$ cat config.mk
export PLATFORM = sky130hd
export DESIGN_NAME = ntsc_test_pattern_pixel
export DESIGN_NICKNAME = d
export VERILOG_FILES = /design/src/rtl/core/ntp_pkg.sv /design/src/rtl/core/ntp_classify.sv /design/src/rtl/core/ntp_ramp_div.sv /design/src/rtl/core/ntsc_test_pattern_pixel.sv
export SDC_FILE = /design/constraint.sdc
export NUM_CORES = 1
export LEC_CHECK = 0
export CORE_MARGIN = 4
export CORE_UTILIZATION = 65
export CTS_CLUSTER_SIZE = 24
export DETAILED_ROUTE_END_ITERATION = 10
export DONT_BUFFER_PORTS = 1
export PLACE_DENSITY = 0.84
export SETUP_SLACK_MARGIN = 0.15
export SYNTH_ARGS = -nofsm -noshare
export SYNTH_HDL_FRONTEND = slang
export SYNTH_SLANG_ARGS = --single-unit
$ cat constraint.sdc
create_clock -name i_clk -period 9.8 [get_ports i_clk]
set_input_delay 1.47 -clock i_clk [delete_from_list [all_inputs] [get_ports i_clk]]
set_output_delay 1.47 -clock i_clk [all_outputs]
set_load 0.05 [all_outputs]
$ cat src/rtl/core/ntp_pkg.sv
// Shared types, constants and table functions for the test pattern pixel pipeline.
package ntp_pkg;

    // Raster geometry
    localparam int unsigned FRAME_WIDTH  = 720;
    localparam int unsigned FRAME_HEIGHT = 480;
    localparam int unsigned ACTIVE_LEFT  = 4;
    localparam int unsigned ACTIVE_COLS  = 711;

    localparam int unsigned X_W    = 10;
    localparam int unsigned Y_W    = 9;
    localparam int unsigned C_W    = 10;
    localparam int unsigned MODE_W = 4;

    // Pattern select codes
    localparam logic [MODE_W-1:0] MODE_BARS100 = 4'd0;
    localparam logic [MODE_W-1:0] MODE_BARS75  = 4'd1;
    localparam logic [MODE_W-1:0] MODE_HRAMP   = 4'd2;
    localparam logic [MODE_W-1:0] MODE_VRAMP   = 4'd3;
    localparam logic [MODE_W-1:0] MODE_CHECK8  = 4'd4;
    localparam logic [MODE_W-1:0] MODE_CHECK16 = 4'd5;
    localparam logic [MODE_W-1:0] MODE_BLACK   = 4'd6;
    localparam logic [MODE_W-1:0] MODE_WHITE   = 4'd7;
    localparam logic [MODE_W-1:0] MODE_PLUGE   = 4'd8;
    localparam logic [MODE_W-1:0] MODE_XHATCH  = 4'd9;

    typedef struct packed {
        logic [X_W-1:0] pixel_x;
        logic [Y_W-1:0] pixel_y;
    } t_pix_in;

    typedef struct packed {
        logic [C_W-1:0] luma;
        logic [C_W-1:0] chroma_blue;
        logic [C_W-1:0] chroma_red;
    } t_pix_out;

    localparam logic [C_W-1:0] LUMA_MIN    = 10'd48;
    localparam logic [C_W-1:0] LUMA_MAX    = 10'd940;
    localparam logic [C_W-1:0] CHROMA_MIN  = 10'd64;
    localparam logic [C_W-1:0] CHROMA_MAX  = 10'd960;
    localparam logic [C_W-1:0] CHROMA_ZERO = 10'd512;

    localparam t_pix_out COL_BLACK   = '{10'd64,  10'd512, 10'd512};
    localparam t_pix_out COL_WHITE   = '{10'd940, 10'd512, 10'd512};
    localparam t_pix_out COL_MINUS_I = '{10'd244, 10'd612, 10'd395};
    localparam t_pix_out COL_PLUS_Q  = '{10'd141, 10'd697, 10'd606};

    localparam logic [C_W-1:0] BAR_Y100 [7] =
        '{10'd940, 10'd840, 10'd678, 10'd578, 10'd426, 10'd326, 10'd164};
    localparam logic [C_W-1:0] BAR_CB100 [7] =
        '{10'd512, 10'd64, 10'd663, 10'd215, 10'd809, 10'd361, 10'd960};
    localparam logic [C_W-1:0] BAR_CR100 [7] =
        '{10'd512, 10'd585, 10'd64, 10'd137, 10'd887, 10'd960, 10'd439};
    localparam logic [C_W-1:0] BAR_Y75 [7] =
        '{10'd940, 10'd648, 10'd524, 10'd448, 10'd336, 10'd260, 10'd140};
    localparam logic [C_W-1:0] BAR_CB75 [7] =
        '{10'd512, 10'd176, 10'd624, 10'd288, 10'd736, 10'd400, 10'd848};
    localparam logic [C_W-1:0] BAR_CR75 [7] =
        '{10'd512, 10'd568, 10'd176, 10'd232, 10'd792, 10'd848, 10'd456};
    localparam logic [C_W-1:0] PLUGE_Y [5] =
        '{10'd64, 10'd48, 10'd64, 10'd80, 10'd64};

    // Split of a span into five patches, the remainder widening the first ones
    function automatic int unsigned patch_edge(input int unsigned i, input int unsigned w);
        int unsigned n;
        n = i + 1;
        return n * (w / 5) + ((n < (w % 5)) ? n : (w % 5));
    endfunction

    // Bar boundaries: first column of bar k is ceil(k*AW/7)
    function automatic int unsigned bar_edge(input int unsigned k);
        return (k * ACTIVE_COLS + 6) / 7;
    endfunction

    localparam logic [X_W-1:0] BAR_EDGE [6] = '{
        X_W'(bar_edge(1)), X_W'(bar_edge(2)), X_W'(bar_edge(3)),
        X_W'(bar_edge(4)), X_W'(bar_edge(5)), X_W'(bar_edge(6))};

    localparam logic [Y_W-1:0] Y_TOP_END  = Y_W'((4 * FRAME_HEIGHT + 3) / 6);
    localparam logic [Y_W-1:0] Y_CAST_END = Y_W'((3 * FRAME_HEIGHT + 2) / 4);

    // Lower band quarter blocks
    localparam int unsigned QB_BASE = ACTIVE_COLS / 4;
    localparam int unsigned QB_REM  = ACTIVE_COLS % 4;
    localparam int unsigned QB_E0   = QB_BASE + ((QB_REM > 0) ? 1 : 0);
    localparam int unsigned QB_E1   = QB_E0 + QB_BASE + ((QB_REM > 1) ? 1 : 0);
    localparam int unsigned QB_E2   = QB_E1 + QB_BASE + ((QB_REM > 2) ? 1 : 0);
    localparam int unsigned QB_PW   = (ACTIVE_COLS > QB_E2) ? ACTIVE_COLS - QB_E2 : 1;

    localparam logic [X_W-1:0] BAR_PATCH_EDGE [4] = '{
        X_W'(patch_edge(0, QB_PW)), X_W'(patch_edge(1, QB_PW)),
        X_W'(patch_edge(2, QB_PW)), X_W'(patch_edge(3, QB_PW))};

    // PLUGE window
    localparam int unsigned WIN_X0 = ACTIVE_LEFT + (2 * ACTIVE_COLS + 5) / 10;
    localparam int unsigned WIN_XE = ACTIVE_LEFT + (8 * ACTIVE_COLS + 5) / 10;
    localparam int unsigned WIN_Y0 = (3 * FRAME_HEIGHT + 2) / 4;
    localparam int unsigned WIN_YE = (7 * FRAME_HEIGHT + 4) / 8;
    localparam bit          WIN_OK = (WIN_XE > WIN_X0) && (WIN_YE > WIN_Y0);
    localparam int unsigned WIN_W  = WIN_OK ? WIN_XE - WIN_X0 : 1;

    localparam logic [X_W-1:0] WIN_PATCH_EDGE [4] = '{
        X_W'(patch_edge(0, WIN_W)), X_W'(patch_edge(1, WIN_W)),
        X_W'(patch_edge(2, WIN_W)), X_W'(patch_edge(3, WIN_W))};

    // Crosshatch
    localparam int unsigned GRID_STEP_X = 79;
    localparam int unsigned GRID_STEP_Y = 60;
    localparam int unsigned GRID_NX     = (ACTIVE_COLS - 1) / GRID_STEP_X + 1;
    localparam int unsigned GRID_NY     = (FRAME_HEIGHT - 1) / GRID_STEP_Y + 1;

    // Ramps: Y = 64 + floor((1752*pos + span) / (2*span)), by reciprocal
    localparam int unsigned RAMP_BASE  = 64;
    localparam int unsigned RAMP_SCALE = 876;
    localparam int unsigned SPAN_H = (ACTIVE_COLS > 1) ? ACTIVE_COLS - 1 : 1;
    localparam int unsigned SPAN_V = (FRAME_HEIGHT > 1) ? FRAME_HEIGHT - 1 : 1;
    localparam int unsigned DIV_H  = 2 * SPAN_H;
    localparam int unsigned DIV_V  = 2 * SPAN_V;
    localparam int unsigned SPAN_MAX = (SPAN_H > SPAN_V) ? SPAN_H : SPAN_V;
    localparam int unsigned DIV_MAX  = 2 * SPAN_MAX;
    localparam int unsigned N_MAX    = 2 * RAMP_SCALE * SPAN_MAX + SPAN_MAX;
    localparam int unsigned N_W      = $clog2(N_MAX + 1);
    localparam int unsigned RECIP_SHIFT = N_W;
    localparam int unsigned RECIP_H  = (1 << N_W) / DIV_H;
    localparam int unsigned RECIP_V  = (1 << N_W) / DIV_V;
    localparam int unsigned M_W      = $clog2(((RECIP_H > RECIP_V) ? RECIP_H : RECIP_V) + 1);
    localparam int unsigned D_W      = $clog2(DIV_MAX + 1);
    localparam int unsigned Q_W      = $clog2(RAMP_SCALE + 1);
    localparam int unsigned P_W      = N_W + M_W;

    typedef struct packed {
        logic           ramp;
        logic           vert;
        logic [N_W-1:0] num;
        t_pix_out       colour;
    } t_s1;

    typedef struct packed {
        logic           ramp;
        logic           vert;
        logic [N_W-1:0] num;
        logic [P_W-1:0] prod;
        t_pix_out       colour;
    } t_s2;

    typedef struct packed {
        logic           ramp;
        logic           vert;
        logic [N_W-1:0] num;
        logic [Q_W-1:0] q_est;
        logic [N_W-1:0] qd;
        t_pix_out       colour;
    } t_s3;

    typedef struct packed {
        logic s2;
        logic s3;
    } t_div_en;

    function automatic logic [D_W-1:0] ramp_div(input logic vert);
        return vert ? D_W'(DIV_V) : D_W'(DIV_H);
    endfunction

    function automatic t_pix_out bar_colour(input logic [2:0] idx, input logic full);
        t_pix_out c;
        if (full) begin
            c = '{BAR_Y100[idx], BAR_CB100[idx], BAR_CR100[idx]};
        end else begin
            c = '{BAR_Y75[idx], BAR_CB75[idx], BAR_CR75[idx]};
        end
        return c;
    endfunction

    function automatic t_pix_out pluge_colour(input logic [2:0] idx);
        return '{PLUGE_Y[idx], CHROMA_ZERO, CHROMA_ZERO};
    endfunction

endpackage

$ cat src/rtl/core/ntp_classify.sv
// First stage: coordinate decode, band and patch search, colour select, ramp numerator.
module ntp_classify
    import ntp_pkg::*;
(
    input  logic              i_clk,
    input  logic              i_en,
    input  logic [MODE_W-1:0] i_mode,
    input  t_pix_in           i_pix,
    output t_s1               o_s1
);

    t_s1 r_s1;
    t_s1 n_s1;

    logic [X_W-1:0] x;
    logic [Y_W-1:0] y;
    logic [X_W-1:0] ax;
    logic [X_W-1:0] bar_r;
    logic [X_W-1:0] win_r;
    logic [X_W-1:0] pos;
    logic [2:0]     bar;
    logic [2:0]     bar_patch;
    logic [2:0]     win_patch;
    logic           in_frame;
    logic           active;
    logic           in_win;
    logic           grid_hit;
    logic           full;
    t_pix_out       bars_col;

    always_comb begin
        x        = i_pix.pixel_x;
        y        = i_pix.pixel_y;
        in_frame = (32'(x) < FRAME_WIDTH) && (32'(y) < FRAME_HEIGHT);
        active   = (32'(x) >= ACTIVE_LEFT) && ((32'(x) - ACTIVE_LEFT) < ACTIVE_COLS);
        ax       = x - X_W'(ACTIVE_LEFT);
        full     = (i_mode == MODE_BARS100);

        // bar = min(6, ax*7/AW) as a count of crossed boundaries
        bar = 3'd0;
        for (int i = 0; i < 6; i++) begin
            if (ax >= BAR_EDGE[i]) begin
                bar = 3'(i + 1);
            end
        end

        bar_r     = ax - X_W'(QB_E2);
        bar_patch = 3'd0;
        for (int i = 0; i < 4; i++) begin
            if (bar_r >= BAR_PATCH_EDGE[i]) begin
                bar_patch = 3'(i + 1);
            end
        end

        if (y < Y_TOP_END) begin
            bars_col = bar_colour(bar, full);
        end else if (y < Y_CAST_END) begin
            bars_col = bar[0] ? COL_BLACK : bar_colour(3'd6 - bar, full);
        end else if (32'(ax) < QB_E0) begin
            bars_col = COL_MINUS_I;
        end else if (32'(ax) < QB_E1) begin
            bars_col = COL_WHITE;
        end else if (32'(ax) < QB_E2) begin
            bars_col = COL_PLUS_Q;
        end else begin
            bars_col = pluge_colour(bar_patch);
        end

        in_win = WIN_OK && (32'(x) >= WIN_X0) && (32'(x) < WIN_XE)
              && (32'(y) >= WIN_Y0) && (32'(y) < WIN_YE);
        win_r     = X_W'(32'(x) - WIN_X0);
        win_patch = 3'd0;
        for (int i = 0; i < 4; i++) begin
            if (win_r >= WIN_PATCH_EDGE[i]) begin
                win_patch = 3'(i + 1);
            end
        end

        grid_hit = (32'(ax) == ACTIVE_COLS - 1) || (32'(y) == FRAME_HEIGHT - 1);
        for (int i = 0; i < GRID_NX; i++) begin
            if (32'(ax) == i * GRID_STEP_X) begin
                grid_hit = 1'b1;
            end
        end
        for (int i = 0; i < GRID_NY; i++) begin
            if (32'(y) == i * GRID_STEP_Y) begin
                grid_hit = 1'b1;
            end
        end

        n_s1.colour = COL_BLACK;
        n_s1.ramp   = 1'b0;
        n_s1.vert   = (i_mode == MODE_VRAMP);
        if (in_frame) begin
            unique case (i_mode) inside
                MODE_WHITE: n_s1.colour = COL_WHITE;
                MODE_BLACK: n_s1.colour = COL_BLACK;
                MODE_PLUGE: begin
                    if (in_win) begin
                        n_s1.colour = pluge_colour(win_patch);
                    end
                end
                MODE_BARS100, MODE_BARS75: begin
                    if (active) begin
                        n_s1.colour = bars_col;
                    end
                end
                MODE_HRAMP, MODE_VRAMP: n_s1.ramp = active;
                MODE_CHECK8: begin
                    if (active && !(ax[3] ^ y[3])) begin
                        n_s1.colour = COL_WHITE;
                    end
                end
                MODE_CHECK16: begin
                    if (active && !(ax[4] ^ y[4])) begin
                        n_s1.colour = COL_WHITE;
                    end
                end
                MODE_XHATCH: begin
                    if (active && grid_hit) begin
                        n_s1.colour = COL_WHITE;
                    end
                end
                default: n_s1.colour = COL_BLACK;
            endcase
        end

        // numerator 2*876*pos + span
        pos      = n_s1.vert ? X_W'(y) : ax;
        n_s1.num = N_W'(pos) * N_W'(2 * RAMP_SCALE)
                 + (n_s1.vert ? N_W'(SPAN_V) : N_W'(SPAN_H));
    end

    always_ff @(posedge i_clk) begin
        if (i_en) begin
            r_s1 <= n_s1;
        end
    end

    assign o_s1 = r_s1;

endmodule

$ cat src/rtl/core/ntp_ramp_div.sv
// Two-stage reciprocal divider for the ramp quotient (estimate, then back-multiply).
module ntp_ramp_div
    import ntp_pkg::*;
(
    input  logic    i_clk,
    input  t_div_en i_en,
    input  t_s1     i_s1,
    output t_s3     o_s3
);

    t_s2 r_s2;
    t_s2 n_s2;
    t_s3 r_s3;
    t_s3 n_s3;

    logic [M_W-1:0] recip;

    always_comb begin
        recip       = i_s1.vert ? M_W'(RECIP_V) : M_W'(RECIP_H);
        n_s2.ramp   = i_s1.ramp;
        n_s2.vert   = i_s1.vert;
        n_s2.num    = i_s1.num;
        n_s2.colour = i_s1.colour;
        n_s2.prod   = P_W'(i_s1.num) * P_W'(recip);
    end

    // quotient estimate is exact or one short
    always_comb begin
        n_s3.ramp   = r_s2.ramp;
        n_s3.vert   = r_s2.vert;
        n_s3.num    = r_s2.num;
        n_s3.colour = r_s2.colour;
        n_s3.q_est  = r_s2.prod[RECIP_SHIFT +: Q_W];
        n_s3.qd     = N_W'(n_s3.q_est) * N_W'(ramp_div(r_s2.vert));
    end

    always_ff @(posedge i_clk) begin
        if (i_en.s2) begin
            r_s2 <= n_s2;
        end
        if (i_en.s3) begin
            r_s3 <= n_s3;
        end
    end

    assign o_s3 = r_s3;

endmodule

$ cat src/rtl/core/ntsc_test_pattern_pixel.sv
// Top level of the NTSC test pattern pixel generator: handshakes, valid pipeline, output stage.
//
//  channel | direction | signals                               | payload
//  --------+-----------+---------------------------------------+--------------------------
//  in      | to block  | i_in_valid, o_in_ready, i_in_data     | pixel_x, pixel_y
//  out     | from block| o_out_valid, i_out_ready, o_out_data  | luma, chroma_blue, chroma_red
//  cfg     | to block  | i_cfg_valid, o_cfg_ready, i_cfg_data  | pattern_mode
//
// One item per clock sustained while the output is taken; four register stages (classify,
// reciprocal multiply, back-multiply, correct and clamp into the output register), and
// o_out_valid rises once an accepted item reaches the output register.
// Every stage has its own valid bit and loads when it is empty or its successor moves, so
// bubbles close up and a held output stalls only the stages behind it.
// Reset (i_rst_n low, synchronous) empties the pipeline and selects 100% bars.
// The cfg port is always ready; pattern_mode is read by the first stage.
module ntsc_test_pattern_pixel
    import ntp_pkg::*;
(
    input  logic              i_clk,
    input  logic              i_rst_n,
    input  logic              i_in_valid,
    output logic              o_in_ready,
    input  t_pix_in           i_in_data,
    output logic              o_out_valid,
    input  logic              i_out_ready,
    output t_pix_out          o_out_data,
    input  logic              i_cfg_valid,
    output logic              o_cfg_ready,
    input  logic [MODE_W-1:0] i_cfg_data
);

    logic [MODE_W-1:0] r_mode;
    logic              r_v1;
    logic              r_v2;
    logic              r_v3;
    logic              r_out_valid;
    t_pix_out          r_out;
    t_pix_out          n_out;

    logic    s1_en;
    logic    s2_en;
    logic    s3_en;
    logic    out_en;
    t_div_en div_en;
    t_s1     s1;
    t_s3     s3;

    logic [N_W-1:0] rem;
    logic [N_W-1:0] dv;
    logic [Q_W-1:0] q;
    t_pix_out       pick;

    // a stage loads when empty or when the next one moves
    assign out_en     = !r_out_valid || i_out_ready;
    assign s3_en      = !r_v3 || out_en;
    assign s2_en      = !r_v2 || s3_en;
    assign s1_en      = !r_v1 || s2_en;
    assign div_en.s2  = s2_en;
    assign div_en.s3  = s3_en;
    assign o_in_ready = s1_en;
    assign o_cfg_ready = 1'b1;

    ntp_classify u_classify (
        .i_clk  (i_clk),
        .i_en   (s1_en),
        .i_mode (r_mode),
        .i_pix  (i_in_data),
        .o_s1   (s1)
    );

    ntp_ramp_div u_ramp_div (
        .i_clk (i_clk),
        .i_en  (div_en),
        .i_s1  (s1),
        .o_s3  (s3)
    );

    function automatic logic [C_W-1:0] clamp_code(input logic [C_W-1:0] v,
                                                 input logic [C_W-1:0] lo,
                                                 input logic [C_W-1:0] hi);
        return (v < lo) ? lo : ((v > hi) ? hi : v);
    endfunction

    // final correction: remainder at or above the divisor means one more
    always_comb begin
        dv   = N_W'(ramp_div(s3.vert));
        rem  = s3.num - s3.qd;
        q    = s3.q_est + Q_W'(rem >= dv);
        pick = s3.colour;
        if (s3.ramp) begin
            pick = '{C_W'(RAMP_BASE) + C_W'(q), CHROMA_ZERO, CHROMA_ZERO};
        end
        n_out.luma        = clamp_code(pick.luma, LUMA_MIN, LUMA_MAX);
        n_out.chroma_blue = clamp_code(pick.chroma_blue, CHROMA_MIN, CHROMA_MAX);
        n_out.chroma_red  = clamp_code(pick.chroma_red, CHROMA_MIN, CHROMA_MAX);
    end

    always_ff @(posedge i_clk) begin
        if (!i_rst_n) begin
            r_mode      <= MODE_BARS100;
            r_v1        <= 1'b0;
            r_v2        <= 1'b0;
            r_v3        <= 1'b0;
            r_out_valid <= 1'b0;
        end else begin
            if (s1_en) begin
                r_v1 <= i_in_valid;
            end
            if (s2_en) begin
                r_v2 <= r_v1;
            end
            if (s3_en) begin
                r_v3 <= r_v2;
            end
            if (out_en) begin
                r_out_valid <= r_v3;
            end
            if (i_cfg_valid && o_cfg_ready) begin
                r_mode <= i_cfg_data;
            end
        end
    end

    always_ff @(posedge i_clk) begin
        if (out_en) begin
            r_out <= n_out;
        end
    end

    assign o_out_valid = r_out_valid;
    assign o_out_data  = r_out;

`ifndef NO_ASSERTIONS
    // the reciprocal estimate is never more than one short
    a_recip_err: assert property (@(posedge i_clk) disable iff (!i_rst_n)
        (r_v3 && s3.ramp) |-> (rem < N_W'(2 * ramp_div(s3.vert))))
        else $error("ramp quotient estimate off by more than one");

    // only the bar patterns carry colour
    a_grey: assert property (@(posedge i_clk) disable iff (!i_rst_n)
        (o_out_valid && (r_mode >= MODE_HRAMP)) |->
        (o_out_data.chroma_blue == CHROMA_ZERO && o_out_data.chroma_red == CHROMA_ZERO))
        else $error("chroma off neutral in a grey pattern");

    // input back-pressure only when the whole pipe is full and the output is held
    a_stall: assert property (@(posedge i_clk) disable iff (!i_rst_n)
        !o_in_ready |-> (o_out_valid && !i_out_ready && r_v1 && r_v2 && r_v3))
        else $error("input stalled with room in the pipeline");
`endif

endmodule
---- Yosys cells after proc, flatten, opt, wreduce, memory -nomap -nowiden ----
Memory sizes are Yosys's and may differ from the RTL's.
Cells that the tools add are included.
operators by class
  add/sub/neg operators ................... 9
  $mul .................................... 3
  order comparisons ....................... 38
  equal/unequal tests ..................... 25
  muxes and demuxes ....................... 82
  bitwise operators ....................... 6
  reduce and logical (&&, ||, !) cells .... 28
operators with widths
  kind                                                          count
  2-to-1 mux 30 bit                                             14
  2-to-1 mux 10 bit                                             33
  case mux 30 bit (6 select lines)                              1
  >= comparator 10 x 9 -> 1 bit, second input constant          5
  >= comparator 10 x 7 -> 1 bit, second input constant          4
  >= comparator 10 x 8 -> 1 bit, second input constant          4
  == test 9 bit, second input constant                          4
  less-than comparator 9 bit, second input constant             4
  less-than comparator 32 x 10 -> 1 bit, second input constant  1
  multiplier 21 x 12 -> 31 bit                                  1
  == test 10 bit, second input constant                         3
  == test 10 x 9 -> 1 bit, second input constant                3
  greater-than comparator 10 bit, second input constant         3
  less-than comparator 10 bit, second input constant            3
  2-to-1 mux 3 bit                                              9
  2-to-1 mux 11 bit                                             2
  adder 21 bit                                                  1
  >= comparator 21 x 11 -> 1 bit                                1
  multiplier 10 x 11 -> 21 bit                                  1
  subtractor 21 bit                                             1
  == test 10 x 8 -> 1 bit, second input constant                2
  less-than comparator 10 x 7 -> 1 bit, second input constant   2
  2-to-1 mux 1 bit                                              20
  == test 9 x 8 -> 1 bit, second input constant                 2
  other kinds (35)                                              67
storage, ports and cells
  register bits after elaboration ......... 259
  memory bits (read-only) ................. 1120
  input port bits ......................... 28
  output and inout port bits .............. 33
  logic and storage cells ................. 237
  memories ................................ 14
memories
  name             words  bits a word  read ports  clocked after memory_dff  wr ports  line            source
  (no name shown)  8      10           1           0                         0         ntp_pkg.sv:170  c = '{BAR_Y75[idx], BAR_CB75[idx], BAR_CR75[idx]};
  (no name shown)  8      10           1           0                         0         ntp_pkg.sv:168  c = '{BAR_Y100[idx], BAR_CB100[idx], BAR_CR100[idx]};
  (no name shown)  8      10           1           0                         0         ntp_pkg.sv:168
  (no name shown)  8      10           1           0                         0         ntp_pkg.sv:168
  (no name shown)  8      10           1           0                         0         ntp_pkg.sv:170
  (no name shown)  8      10           1           0                         0         ntp_pkg.sv:170
  8 more memories  --     --           --          --                        --        --

---- Depth between registers and ports, before layout ----
  depth in word-level cells ............... 23
  mapped depth ............................ 26
  depth with buffers taken out ............ 24

---- Cells and area by module ----
Synthesis repeated with hierarchy kept, for this count alone.
unflattened totals
  cells, all modules ...................... 2148
  area, all modules ....................... 21797.2 sq um
by module, submodules not included
  module                   times used  cells each  area each (sq um)  seq. area each (sq um)
  ntp_ramp_div             1           945         11771.3            4384.2
  ntp_classify             1           868         6932.9             1501.4
  ntsc_test_pattern_pixel  1           335         3093.0             1061.0

---- Worst setup path after synthesis ----
OpenSTA, ideal clock, no wires.
  kind .................................... input -> register
  from .................................... in i_in_data[11] (netlist name)
  to ...................................... reg u_classify.r_s1, in the netlist u_classify.o_s1[50], data pin
  library setup time ...................... 0.268 ns
  arrival time ............................ 6.943 ns
  data required time ...................... 9.532 ns
  slack ................................... 2.589 ns
  stages on the path ...................... 25
  buffers on the path ..................... 3
  cells stage by stage .................... buf_2 inv_1 ha_1 buf_2 nand2_1 xor2_1 nand2_1 o21a_1 ha_1 inv_1 fa_1 inv_1 fa_1 inv_1 fa_1 inv_1 ha_1 clkbuf_1 nand3_1 a211oi_1 o31a_1 o31a_1 a21o_1 a21oi_1 xnor3_1
RTL lines
  element               line                           source
  from (decl)           ntsc_test_pattern_pixel.sv:23  input t_pix_in i_in_data,
  to (signal assigned)  ntp_classify.sv:136            r_s1 <= n_s1;
  to (decl)             ntp_classify.sv:12             t_s1 r_s1;

==> summary.md <==
| Metric | Value |
|---|---|
| Status | `complete, no violations` |
| Clock slew at reported path FFs | `about 60 ps` |
| CP max stage delay | `around 750 ps` |
| Antenna diodes | `0` |
| All-Layer GR Usage | `a little over a quarter` |
| Worst min-delay path category | `register to register` |
| Clock root buffer | `clkbuf_16` |
| CTS tree | `done` |
| Via/cell ratio | `slightly above 6` |
| CTS Sinks | `228` |
| DR iter-0 viols | `1499` |
| Final worst path period share | `~74%` |
| Number of global-route vias before repair | `15000` |
| FF+latch area | `0.00677 sq mm` |
| Hold Buf Count CTS | `0` |
| Worst rel slew slack | `28.4%` |
| Post-cts resize count | `0` |
| Mapped Cells | `1990` |
| Final setup viols | `0` |
| Detail Route Antenna Nets | `0` |
| Die width | `187 um` |
| Delay-heaviest family, CP | `adder cells` |
| Global route total overflow | `0` |
| Nets@finish | `~2400` |
| Crit. End Element | `register` |
| Row cnt | `65` |
| Worst Clk Skew | `18.4 ps` |
| Port Buffer Count | `0` |
| Total I/O pin count | `61` |
| Core Region | `between 0.03 and 0.04 sq mm` |
| H-Tree Level Count | `1` |
| Post-synthesis sequential area ratio | `32.6%` |
| HPWL Detailed | `roughly 36000 um` |
| DIE HEIGHT | `187 um` |
| Setup tns final | `0 ps` |
| Synth Flop Type | `edfxtp_1` |
| Most used cell, CP | `inv_1` |
| Routed Wire Length | `46000 um` |
| Avg WL per Cell | `19.2 um` |
| CP Cell Sequence | `inv_1 > ha_1 > nand2_1 > xor2_1 > nand2_1 > o21a_1 > ha_1 > inv_1 > fa_1 > inv_1 > fa_1 > inv_1 > fa_1 > inv_1 > ha_1 > a21oi_1 > nor2b_1 > o31a_1 > o31a_1 > a21o_1 > a21oi_1 > xnor3_1` |
| Area of the multi-input gates | `0.0126 sq mm` |
| Largest net degree at the start of global routing | `81` |
| Area delta synth->final | `5.47%` |
| Post-synthesis cell area | `0.0208 sq mm` |
| Fillers | `about 2300` |
| Final Hold Fails | `0` |
| Syn_area_per_cell | `10.4 sq um` |
| Clk_lat worst skew | `530 ps` |
| Setup crit start kind | `input port` |
| Post-synth top area share | `a little under a third` |
| Fmax | `0.139 GHz` |
| Slew @ Worst Pin | `1070 ps` |
| CP Class | `input port to register` |
| Pins Over Slew Limit | `0` |
| Commonest non-fill, non-tap cells in the layout | `inv_1, ha_1, edfxtp_1` |
| Initial Utilization | `roughly two thirds` |
| Tmin final | `7220 ps` |
| CTS buffer count | `25` |
| Synth Warn # | `0` |
| Most common cell after layout, fill and taps aside | `inv_1` |
| Max Cap Viol | `0` |
| CP max FO | `16` |
| DRC Markers | `0` |
| Synth top area cells | `edfxtp_1, fa_1, ha_1` |
| Layout cells sized above 1 | `4.72%` |
| Post-synth ARST share | `0%` |
| CP required | `slightly above 10000 ps` |
| First-pass GRT wire length | `approximately 76000 um` |
| Biggest area consumer among synthesized cells | `edfxtp_1` |
| Register bit total from synthesis | `228` |
| Unrepaired setup endpoints after global routing | `false` |
| First-pass DRT Iterations | `8` |
| CP max-delay cell | `xor2_1` |
| Initial antenna violation count | `3` |
| EDFF count, synth | `220` |
| Worst Path Arrival | `around 7500 ps` |
| Total number of vias | `14900` |
| Setup Buffers After CTS | `0` |
| Yosys cell types | `95` |
| Routability congestion estimate | `0.915` |
| CTS Buffer Depth | `3` |
| Die area | `0.0349 sq mm` |
| WP buf/inv | `5` |
==> routing by layer <==
layer  up-vias  GRT usage (%)  wire [um]
li1       6929              -          -
met1      7222           36.6      19600
met2       638           43.9      22100
met5         -              0         41
met4         6           6.74       1250
met3       115           3.33       3010
==> cell families after synthesis <==
family                     after synthesis  share of synthesized area (%)
other                                    2                         0.0361
xor gates and xnor gates                86                           3.73
AOI/OAI and AO/OA                      391                           12.7
and+or+nand+nor                        483                           12.3
buffers and inverters                  371                           6.94
adders and majority gates              410                           30.8
muxes                                   19                          0.921
DFF                                    228                           32.6
==> stage by stage <==
step	util, %	instance area (sq um)	cells	setup slack [ps]	hold WS (ps)
final	69.4	21900	2394	2580	414
after global routing	69.4	21900	2394	2230	415
after CTS	69.4	21900	2394	2660	417
after detailed placement	66.9	21100	2348	2120	405
after global placement	66.9	21100	2348	2320	401
after floorplan	-	20800	2002	2590	400
==> layout make-up <==
class	count	share of cell area, %
multi-input combinational	1403	57.6
clock inverter	14	0.657
tap	402	2.30
clock buffer	32	2.97
timing repair buffer	11	0.377
sequential	228	30.9
inverter	304	5.21
==> registers in the layout, summed over array words and instances, names as in the netlist <==
register and count:
r_v3 1, o_out_valid 1, r_mode 4, o_out_data 30, r_v1 1, u_ramp_div.o_s3 80, u_classify.o_s1 50, r_v2 1
u_ramp_div.n_s3 59, u_ramp_div.r_s2 1
==> worst paths after layout <==
kind / from / end / slack, ps / depth (start not counted)
min: u_classify.o_s1[25] / u_ramp_div.n_s3[25] / 410 / 0
max reg2reg: r_mode[0] / u_classify.o_s1[50] / 3270 / 21
min reg2reg: u_classify.o_s1[25] / u_ramp_div.n_s3[25] / 410 / 0
max: i_in_data[11] / u_classify.o_s1[50] / 2580 / 22
==> Yosys cell counts (all sizes together) (17+ instances only) <==
cell type / instances
buf: 21
nand4: 24
and3: 17
or3: 17
a211oi: 19
o21ai: 88
nor2: 91
fa: 168
edfxtp: 220
mux2i: 18
ha: 242
nor3: 47
clkbuf: 46
xnor2: 51
xor2: 34
a21oi: 100
nor2b: 32
inv: 303
nand3: 27
a21o: 22
nand2: 100
and2: 45
o21a: 23
Power is not shown: default switching activity piles up to over one toggle a cycle in this logic, so the estimate is an artifact.
